$ cat src/rtl/core/rctdm_pkg.sv
package rctdm_pkg;

    typedef logic [10:0]        chan_t;
    typedef logic [6:0]         pct_t;
    typedef logic signed [7:0]  speed_t;
    typedef logic [6:0]         smag_t;
    typedef logic [2:0]         cfg_idx_t;

    // register indexes on the configuration port
    localparam cfg_idx_t REG_CENTER    = 3'd0;
    localparam cfg_idx_t REG_ENABLE    = 3'd1;
    localparam cfg_idx_t REG_SWITCH_ON = 3'd2;
    localparam cfg_idx_t REG_DEADZONE  = 3'd3;
    localparam cfg_idx_t REG_LOW_PCT   = 3'd4;

    localparam chan_t CENTER_RESET    = 11'd1500;
    localparam chan_t ENABLE_RESET    = 11'd1050;
    localparam chan_t SWITCH_ON_RESET = 11'd1950;
    localparam pct_t  DEADZONE_RESET  = 7'd3;
    localparam pct_t  LOW_PCT_RESET   = 7'd20;

    localparam smag_t SPEED_MAX = 7'd100;
    localparam pct_t  PCT_FULL  = 7'd100;

    // floor(m / 9) = (m * 7282) >> 16, exact for m below 32768
    localparam logic [12:0] DIV9_RECIP    = 13'd7282;
    // floor(m / 100) = (m * 10486) >> 20, exact for m below 43690
    localparam logic [13:0] DIV100_RECIP  = 14'd10486;

    // two's complement speed from sign and magnitude
    function automatic speed_t to_speed(input logic neg, input smag_t m);
        logic [7:0] ext;
        ext = {1'b0, m};
        return neg ? speed_t'(8'd0 - ext) : speed_t'(ext);
    endfunction

    function automatic smag_t speed_mag(input speed_t v);
        logic [7:0] neg_v;
        neg_v = 8'd0 - v;
        return v[7] ? neg_v[6:0] : v[6:0];
    endfunction

endpackage

$ cat src/rtl/core/rctdm_frame_if.sv
interface rctdm_frame_if import rctdm_pkg::*; ();
    logic  valid;
    logic  ready;
    chan_t steer_channel;
    chan_t forward_channel;
    chan_t alt_steer_channel;
    chan_t enable_channel;
    chan_t single_hand_channel;
    chan_t low_speed_channel;

    modport source (
        output valid, steer_channel, forward_channel, alt_steer_channel,
               enable_channel, single_hand_channel, low_speed_channel,
        input  ready
    );
    modport sink (
        input  valid, steer_channel, forward_channel, alt_steer_channel,
               enable_channel, single_hand_channel, low_speed_channel,
        output ready
    );
endinterface

$ cat src/rtl/core/rctdm_speed_if.sv
interface rctdm_speed_if import rctdm_pkg::*; ();
    logic   valid;
    logic   ready;
    speed_t left_track;
    speed_t right_track;

    modport source (
        output valid, left_track, right_track,
        input  ready
    );
    modport sink (
        input  valid, left_track, right_track,
        output ready
    );
endinterface

$ cat src/rtl/core/rctdm_map.sv
module rctdm_map import rctdm_pkg::*; (
    input  chan_t  chan,
    input  chan_t  center,
    output speed_t comp
);

    logic signed [11:0] diff;
    logic [11:0]        diff_neg;
    logic [10:0]        dmag;
    logic [12:0]        rmag;
    logic [25:0]        prod;
    logic [9:0]         quo;
    smag_t              qsat;

    assign diff     = $signed({1'b0, chan}) - $signed({1'b0, center});
    assign diff_neg = 12'd0 - diff;
    assign dmag     = diff[11] ? diff_neg[10:0] : diff[10:0];

    // doubled magnitude plus four, then divide by nine: round to nearest, ties away from zero
    assign rmag = {1'b0, dmag, 1'b0} + 13'd4;
    assign prod = rmag * DIV9_RECIP;
    assign quo  = prod[25:16];
    assign qsat = (quo > {3'd0, SPEED_MAX}) ? SPEED_MAX : quo[6:0];

    assign comp = to_speed(diff[11], qsat);

endmodule

$ cat src/rtl/core/rc_channel_tank_drive_mixer.sv
// Tank-drive mixer: each request carries one frame of six radio-control channel values and,
// when the enable channel equals enable_reg, yields one left/right track speed pair in
// -100..100; frames with any other enable value are consumed and yield nothing. A new frame
// is taken every cycle unless the full pipeline is stalled; its stages are the input register,
// channel mapping with a multiply by the reciprocal of nine, a percent scaling multiply, and a
// divide by one hundred through a reciprocal multiply followed by deadzone and mixing.
// Each stage holds while its successor is full, so a waiting result never blocks intake until
// the pipeline fills. Configuration registers are written through cfg_wr_en/cfg_index/cfg_data
// and should only change while no frame is in flight.
module rc_channel_tank_drive_mixer import rctdm_pkg::*; (
    input  logic          clk,
    input  logic          rst_n,
    input  logic          cfg_wr_en,
    input  cfg_idx_t      cfg_index,
    input  chan_t         cfg_data,
    rctdm_frame_if.sink   frame,
    rctdm_speed_if.source speed
);

    // configuration
    chan_t center_reg;
    chan_t enable_reg;
    chan_t switch_on_reg;
    pct_t  deadzone_reg;
    pct_t  low_pct_reg;

    always_ff @(posedge clk or negedge rst_n)
    begin
        if (!rst_n)
        begin
            center_reg    <= CENTER_RESET;
            enable_reg    <= ENABLE_RESET;
            switch_on_reg <= SWITCH_ON_RESET;
            deadzone_reg  <= DEADZONE_RESET;
            low_pct_reg   <= LOW_PCT_RESET;
        end
        else if (cfg_wr_en)
        begin
            unique case (cfg_index)
                REG_CENTER:    center_reg    <= cfg_data;
                REG_ENABLE:    enable_reg    <= cfg_data;
                REG_SWITCH_ON: switch_on_reg <= cfg_data;
                REG_DEADZONE:  deadzone_reg  <= cfg_data[6:0];
                REG_LOW_PCT:   low_pct_reg   <= cfg_data[6:0];
                default:       ;
            endcase
        end
    end

    // pipeline control
    logic s0_valid_reg, s1_valid_reg, s2_valid_reg, out_valid_reg;
    logic rdy0, rdy1, rdy2, rdy_out;

    assign rdy_out     = !out_valid_reg || speed.ready;
    assign rdy2        = !s2_valid_reg  || rdy_out;
    assign rdy1        = !s1_valid_reg  || rdy2;
    assign rdy0        = !s0_valid_reg  || rdy1;
    assign frame.ready = rdy0;

    always_ff @(posedge clk or negedge rst_n)
    begin
        if (!rst_n)
        begin
            s0_valid_reg  <= 1'b0;
            s1_valid_reg  <= 1'b0;
            s2_valid_reg  <= 1'b0;
            out_valid_reg <= 1'b0;
        end
        else
        begin
            // disabled frames are dropped at intake
            if (rdy0)
                s0_valid_reg <= frame.valid && (frame.enable_channel == enable_reg);
            if (rdy1)
                s1_valid_reg <= s0_valid_reg;
            if (rdy2)
                s2_valid_reg <= s1_valid_reg;
            if (rdy_out)
                out_valid_reg <= s2_valid_reg;
        end
    end

    // stage 0: input register
    chan_t s0_steer_reg, s0_fwd_reg, s0_alt_reg, s0_single_reg, s0_low_reg;

    always_ff @(posedge clk)
    begin
        if (rdy0)
        begin
            s0_steer_reg  <= frame.steer_channel;
            s0_fwd_reg    <= frame.forward_channel;
            s0_alt_reg    <= frame.alt_steer_channel;
            s0_single_reg <= frame.single_hand_channel;
            s0_low_reg    <= frame.low_speed_channel;
        end
    end

    // stage 1: channel mapping
    chan_t  lr_chan;
    speed_t fb_map, lr_map;

    assign lr_chan = (s0_single_reg == switch_on_reg) ? s0_alt_reg : s0_steer_reg;

    rctdm_map u_map_fb (
        .chan   (s0_fwd_reg),
        .center (center_reg),
        .comp   (fb_map)
    );

    rctdm_map u_map_lr (
        .chan   (lr_chan),
        .center (center_reg),
        .comp   (lr_map)
    );

    speed_t s1_fb_reg, s1_lr_reg;
    logic   s1_low_reg;

    always_ff @(posedge clk)
    begin
        if (rdy1)
        begin
            s1_fb_reg  <= fb_map;
            s1_lr_reg  <= lr_map;
            s1_low_reg <= (s0_low_reg == switch_on_reg);
        end
    end

    // stage 2: percent scaling, full scale is one hundred percent when low speed is off
    pct_t        pct_eff;
    logic [13:0] fb_prod, lr_prod;

    assign pct_eff = s1_low_reg ? low_pct_reg : PCT_FULL;
    assign fb_prod = speed_mag(s1_fb_reg) * pct_eff;
    assign lr_prod = speed_mag(s1_lr_reg) * pct_eff;

    logic [13:0] s2_fb_prod_reg, s2_lr_prod_reg;
    logic        s2_fb_neg_reg, s2_lr_neg_reg;

    always_ff @(posedge clk)
    begin
        if (rdy2)
        begin
            s2_fb_prod_reg <= fb_prod;
            s2_lr_prod_reg <= lr_prod;
            s2_fb_neg_reg  <= s1_fb_reg[7];
            s2_lr_neg_reg  <= s1_lr_reg[7];
        end
    end

    // stage 3: divide by one hundred, deadzone, mixing
    logic [27:0] fb_quo_full, lr_quo_full;
    smag_t       fb_quo, lr_quo, fmag, smag_raw, smag;
    speed_t      fb_val, lr_val, lr_inv, inner;
    speed_t      left_next, right_next;

    assign fb_quo_full = s2_fb_prod_reg * DIV100_RECIP;
    assign lr_quo_full = s2_lr_prod_reg * DIV100_RECIP;
    assign fb_quo      = fb_quo_full[26:20];
    assign lr_quo      = lr_quo_full[26:20];
    assign fmag        = (fb_quo > SPEED_MAX) ? SPEED_MAX : fb_quo;
    assign smag_raw    = (lr_quo > SPEED_MAX) ? SPEED_MAX : lr_quo;
    assign smag        = (smag_raw <= deadzone_reg) ? 7'd0 : smag_raw;

    assign fb_val = to_speed(s2_fb_neg_reg, fmag);
    assign lr_val = to_speed(s2_lr_neg_reg, smag);
    assign lr_inv = to_speed(!s2_lr_neg_reg, smag);
    // inner track slows by the steering amount and stops once steering exceeds forward
    assign inner  = (fmag < smag) ? speed_t'(8'sd0)
                                  : to_speed(s2_fb_neg_reg, fmag - smag);

    always_comb
    begin
        priority if (fmag == 7'd0)
        begin
            left_next  = lr_val;
            right_next = lr_inv;
        end
        else if (smag == 7'd0)
        begin
            left_next  = fb_val;
            right_next = fb_val;
        end
        else if (!s2_lr_neg_reg)
        begin
            left_next  = fb_val;
            right_next = inner;
        end
        else
        begin
            left_next  = inner;
            right_next = fb_val;
        end
    end

    speed_t left_reg, right_reg;

    always_ff @(posedge clk)
    begin
        if (rdy_out)
        begin
            left_reg  <= left_next;
            right_reg <= right_next;
        end
    end

    assign speed.valid       = out_valid_reg;
    assign speed.left_track  = left_reg;
    assign speed.right_track = right_reg;

endmodule

$ cat src/flat_wrapper.sv
// flat-port wrapper written by rule: the top's interface ports become plain ports
module rc_channel_tank_drive_mixer_flat import rctdm_pkg::*;
  (clk, rst_n, cfg_wr_en, cfg_index, cfg_data, frame_valid, frame_steer_channel, frame_forward_channel, frame_alt_steer_channel, frame_enable_channel, frame_single_hand_channel, frame_low_speed_channel, frame_ready, speed_valid, speed_left_track, speed_right_track, speed_ready);
  rctdm_frame_if frame_i ();
  rctdm_speed_if speed_i ();
  input  logic clk;
  input  logic rst_n;
  input  logic cfg_wr_en;
  input  cfg_idx_t cfg_index;
  input  chan_t cfg_data;
  input wire logic [$bits(frame_i.valid)-1:0] frame_valid;
  input wire logic [$bits(frame_i.steer_channel)-1:0] frame_steer_channel;
  input wire logic [$bits(frame_i.forward_channel)-1:0] frame_forward_channel;
  input wire logic [$bits(frame_i.alt_steer_channel)-1:0] frame_alt_steer_channel;
  input wire logic [$bits(frame_i.enable_channel)-1:0] frame_enable_channel;
  input wire logic [$bits(frame_i.single_hand_channel)-1:0] frame_single_hand_channel;
  input wire logic [$bits(frame_i.low_speed_channel)-1:0] frame_low_speed_channel;
  output wire logic [$bits(frame_i.ready)-1:0] frame_ready;
  output wire logic [$bits(speed_i.valid)-1:0] speed_valid;
  output wire logic [$bits(speed_i.left_track)-1:0] speed_left_track;
  output wire logic [$bits(speed_i.right_track)-1:0] speed_right_track;
  input wire logic [$bits(speed_i.ready)-1:0] speed_ready;
  assign frame_i.valid = frame_valid;
  assign frame_i.steer_channel = frame_steer_channel;
  assign frame_i.forward_channel = frame_forward_channel;
  assign frame_i.alt_steer_channel = frame_alt_steer_channel;
  assign frame_i.enable_channel = frame_enable_channel;
  assign frame_i.single_hand_channel = frame_single_hand_channel;
  assign frame_i.low_speed_channel = frame_low_speed_channel;
  assign frame_ready = frame_i.ready;
  assign speed_valid = speed_i.valid;
  assign speed_left_track = speed_i.left_track;
  assign speed_right_track = speed_i.right_track;
  assign speed_i.ready = speed_ready;
  rc_channel_tank_drive_mixer u_core (.clk(clk), .rst_n(rst_n), .cfg_wr_en(cfg_wr_en), .cfg_index(cfg_index), .cfg_data(cfg_data), .frame(frame_i), .speed(speed_i));
endmodule
$ cat config.mk
export PLATFORM = sky130hd
export DESIGN_NAME = rc_channel_tank_drive_mixer_flat
export DESIGN_NICKNAME = d
export VERILOG_FILES = /design/src/rtl/core/rctdm_pkg.sv /design/src/rtl/core/rctdm_frame_if.sv /design/src/rtl/core/rctdm_speed_if.sv /design/src/rtl/core/rctdm_map.sv /design/src/rtl/core/rc_channel_tank_drive_mixer.sv /design/src/flat_wrapper.sv
export SDC_FILE = /design/constraint.sdc
export NUM_CORES = 1
export LEC_CHECK = 0
export BUFFER_PORTS_ARGS = -buffer_cell sky130_fd_sc_hd__buf_2
export CAP_MARGIN = 20
export CORE_MARGIN = 2
export CORE_UTILIZATION = 35
export CTS_BUF_LIST = sky130_fd_sc_hd__clkbuf_16
export DETAILED_ROUTE_END_ITERATION = 7
export PLACE_DENSITY = 0.56
export SLEW_MARGIN = 20
export SYNTH_ARGS = -nofsm -noshare
export SYNTH_HDL_FRONTEND = slang
export SYNTH_SLANG_ARGS = --single-unit
$ cat constraint.sdc
create_clock -name clk -period 9.05 [get_ports clk]
set_input_delay 0.4525 -clock clk [delete_from_list [all_inputs] [get_ports clk]]
set_output_delay 0.4525 -clock clk [all_outputs]
set_load 0.01 [all_outputs]
==> results.json <==
{
  "clk_pin_slew_worst_paths_ns": 0.09,
  "layout-drive-gt1-share_pct": 24.68,
  "syn_to_final_growth_pct": 23.08,
  "clock_skew_ns": 0.02150,
  "maxCapViolations": 0,
  "antenna_cells": 0,
  "final_cell_mix": "inv_1 (481), ha_1 (397), buf_4 (257)",
  "core-area_um2": 69790,
  "clock_path_buffers": 2,
  "worstPathArrival_ns": 9.49,
  "reg2reg_setup_slack_ns": -0.12,
  "status": "finished, violations left",
  "cp-end-kind": "flop",
  "ys_seq_area_share_pct": 19.70,
  "die_x_um": 269.2,
  "tritoncts": "done",
  "dr.pass1.iters": 5,
  "layout_setup_ws_ns": -0.1189,
  "first_iter_violations": 991,
  "die_h_um": 269.2,
  "violations": "negative setup slack",
  "synth-edff-count": 118,
  "root_buffer": "clkbuf_16",
  "io_buffers": 102,
  "boundaryPins": 103,
  "yosys_warnings": 0,
  "finish.utilization_pct": 43.40,
  "critPathMostFrequentCell": "buf_4",
  "rsz0062_at_grt": "yes",
  "clkLatencyLatePin_ns": 0.47,
  "async_flop_share_pct": 30.18,
  "synthFlopType": "edfxtp_1",
  "drc": 0,
  "path_class": "reg2reg",
  "fin_cells": 3849,
  "synthCells": 2548,
  "syn_avg_cell_area_um2": 9.659,
  "finalHoldViolCount": 0,
  "start_util_pct": 35.27,
  "vias": 18880,
  "std_cell_rows": 97,
  "setup_viol": 3,
  "min_period_over_period_pct": 101.3,
  "hold_path.class": "in2async",
  "cts_buffers": 17,
  "htreeDepth": 4,
  "critPathLaunchType": "flop",
  "viasPerCell": 4.904,
  "fin_nets": 3650,
  "grt_usage_pct": 17.24,
  "grt-ovfl-total": 0,
  "antenna_found_initial": 2,
  "fp.dieArea_um2": 72460,
  "avgRoutedWirePerCell_um": 16.33,
  "place_inst": 3758,
  "ys_ff_latch": 169,
  "max_freq_mhz": 109.1,
  "cpPeakStageDelay_ns": 0.55,
  "synth_nets": 3302,
  "grt_max_degree": 58,
  "hold_slack_ns": 0.1083,
  "wl_mm": 62.84,
  "final_common_cell": "inv_1",
  "synth_cell_types": 96,
  "critPathRequiredTime_ns": 9.37,
  "finalWeightedCongestion": 0.9017,
  "syn_area_um2": 24610,
  "grt_pass1_vias": 19860,
  "grt_pass1_wl_mm": 101.0,
  "cts_sinks": 169,
  "hpwlAfterDp_mm": 52.37,
  "drtAntennaViolNets": 0,
  "post-route-min-period_ns": 9.169,
  "slew_violations": 0,
  "crit_fanout": 7,
  "slew_headroom_pct": 31.92,
  "worst_pin_slew_ns": 1.018,
  "cp_slowest_cell": "fa_2"
}
-- worst max-delay path, delay by kind of cell (launching register included) --
kind | cells | cell delay [ns]
flip-flops | 1 | 0.54
adder cells (fa/ha/maj) | 9 | 2.98
multiplexers | 2 | 0.54
AND/OR/NAND/NOR | 8 | 1.32
AO/OA/AOI/OAI | 11 | 2.03
buffers and inverters | 8 | 1.02
XOR/XNOR | 3 | 0.57
-- metal layers --
metal | vias to the layer above | wire length, um | share of wire, % | GRT usage, %
li1 | 9214 | - | - | -
met1 | 9298 | 28180 | 45 | 21.80
met2 | 284 | 31510 | 50 | 31.00
met3 | 73 | 1967 | 3.1 | 2.440
met4 | 6 | 1146 | 1.8 | 3.852
met5 | - | 38 | 0.060 | 0
-- cells in the mapped netlist, types with 28 or more instances --
cell type / instances / area, um^2
nand2_1: 157 / 589.3
xor2_1: 65 / 569.3
edfxtp_1: 118 / 3543
a21oi_1: 98 / 490.5
a21o_1: 30 / 225.2
mux2_2: 52 / 585.6
nor2_1: 147 / 551.8
clkbuf_1: 32 / 120.1
fa_1: 231 / 4624
dfrtp_1: 28 / 700.7
ha_1: 438 / 5480
nand3_1: 46 / 230.2
xnor2_1: 109 / 954.7
nor3_1: 31 / 155.2
o21ai_0: 73 / 365.4
inv_1: 492 / 1847
-- cell families after synthesis --
family	after synthesis	share of synthesized area [%]
and+or+nand+nor	540	10.61
buffers and inverters	533	8.144
xor gates and xnor gates	183	6.904
AOI/OAI and AO/OA	384	10.47
adders and majority gates	669	41.06
DFF	169	19.70
muxes	70	3.116
-- path summary, 6_finish.rpt --
check | cells past startpoint | to | from
worst max-delay path | 41 | u_core.s1_lr_reg[4] | u_core.switch_on_reg[7]
worst min-delay path | 2 | u_core.enable_reg[5] | rst_n
worst max register to register | 41 | u_core.s1_lr_reg[4] | u_core.switch_on_reg[7]
worst min register to register | 1 | u_core.s1_valid_reg | u_core.s0_valid_reg
max in group asynchronous | 2 | u_core.deadzone_reg[5] | rst_n
min in group clk | 1 | u_core.s0_fwd_reg[8] | frame_forward_channel[8]
-- repair_timing --
item,in CTS,in global routing
resized for setup,95,151
setup buffers,22,37
pin swaps,68,112
hold buffers,0,0
endpoints found under the setup margin,11,28
-- layout make-up --
cell class,instances,area (um^2)
inverters,495,1858
repair buffers,367,2539
multi-input cells,1846,19210
fillers,6601,39500
clock buffers,17,425.4
well taps,940,1176
flip-flops and latches,169,4848
clock inverters,15,236.5
-- metrics by stage --
step	setup WS, ns	TNS [ns]	instance area, um^2
2_1_floorplan	0.008254	0	24720
3_3_place_gp	-0.4920	-2.079	27800
3_5_place_dp	-0.6310	-2.721	27800
4_1_cts	-0.1264	-0.2835	29170
5_1_grt	-0.5899	-2.837	30290
6_report	-0.1189	-0.2452	30290
Power is not shown: default switching activity piles up to over one toggle a cycle in this logic, so the estimate is an artifact.
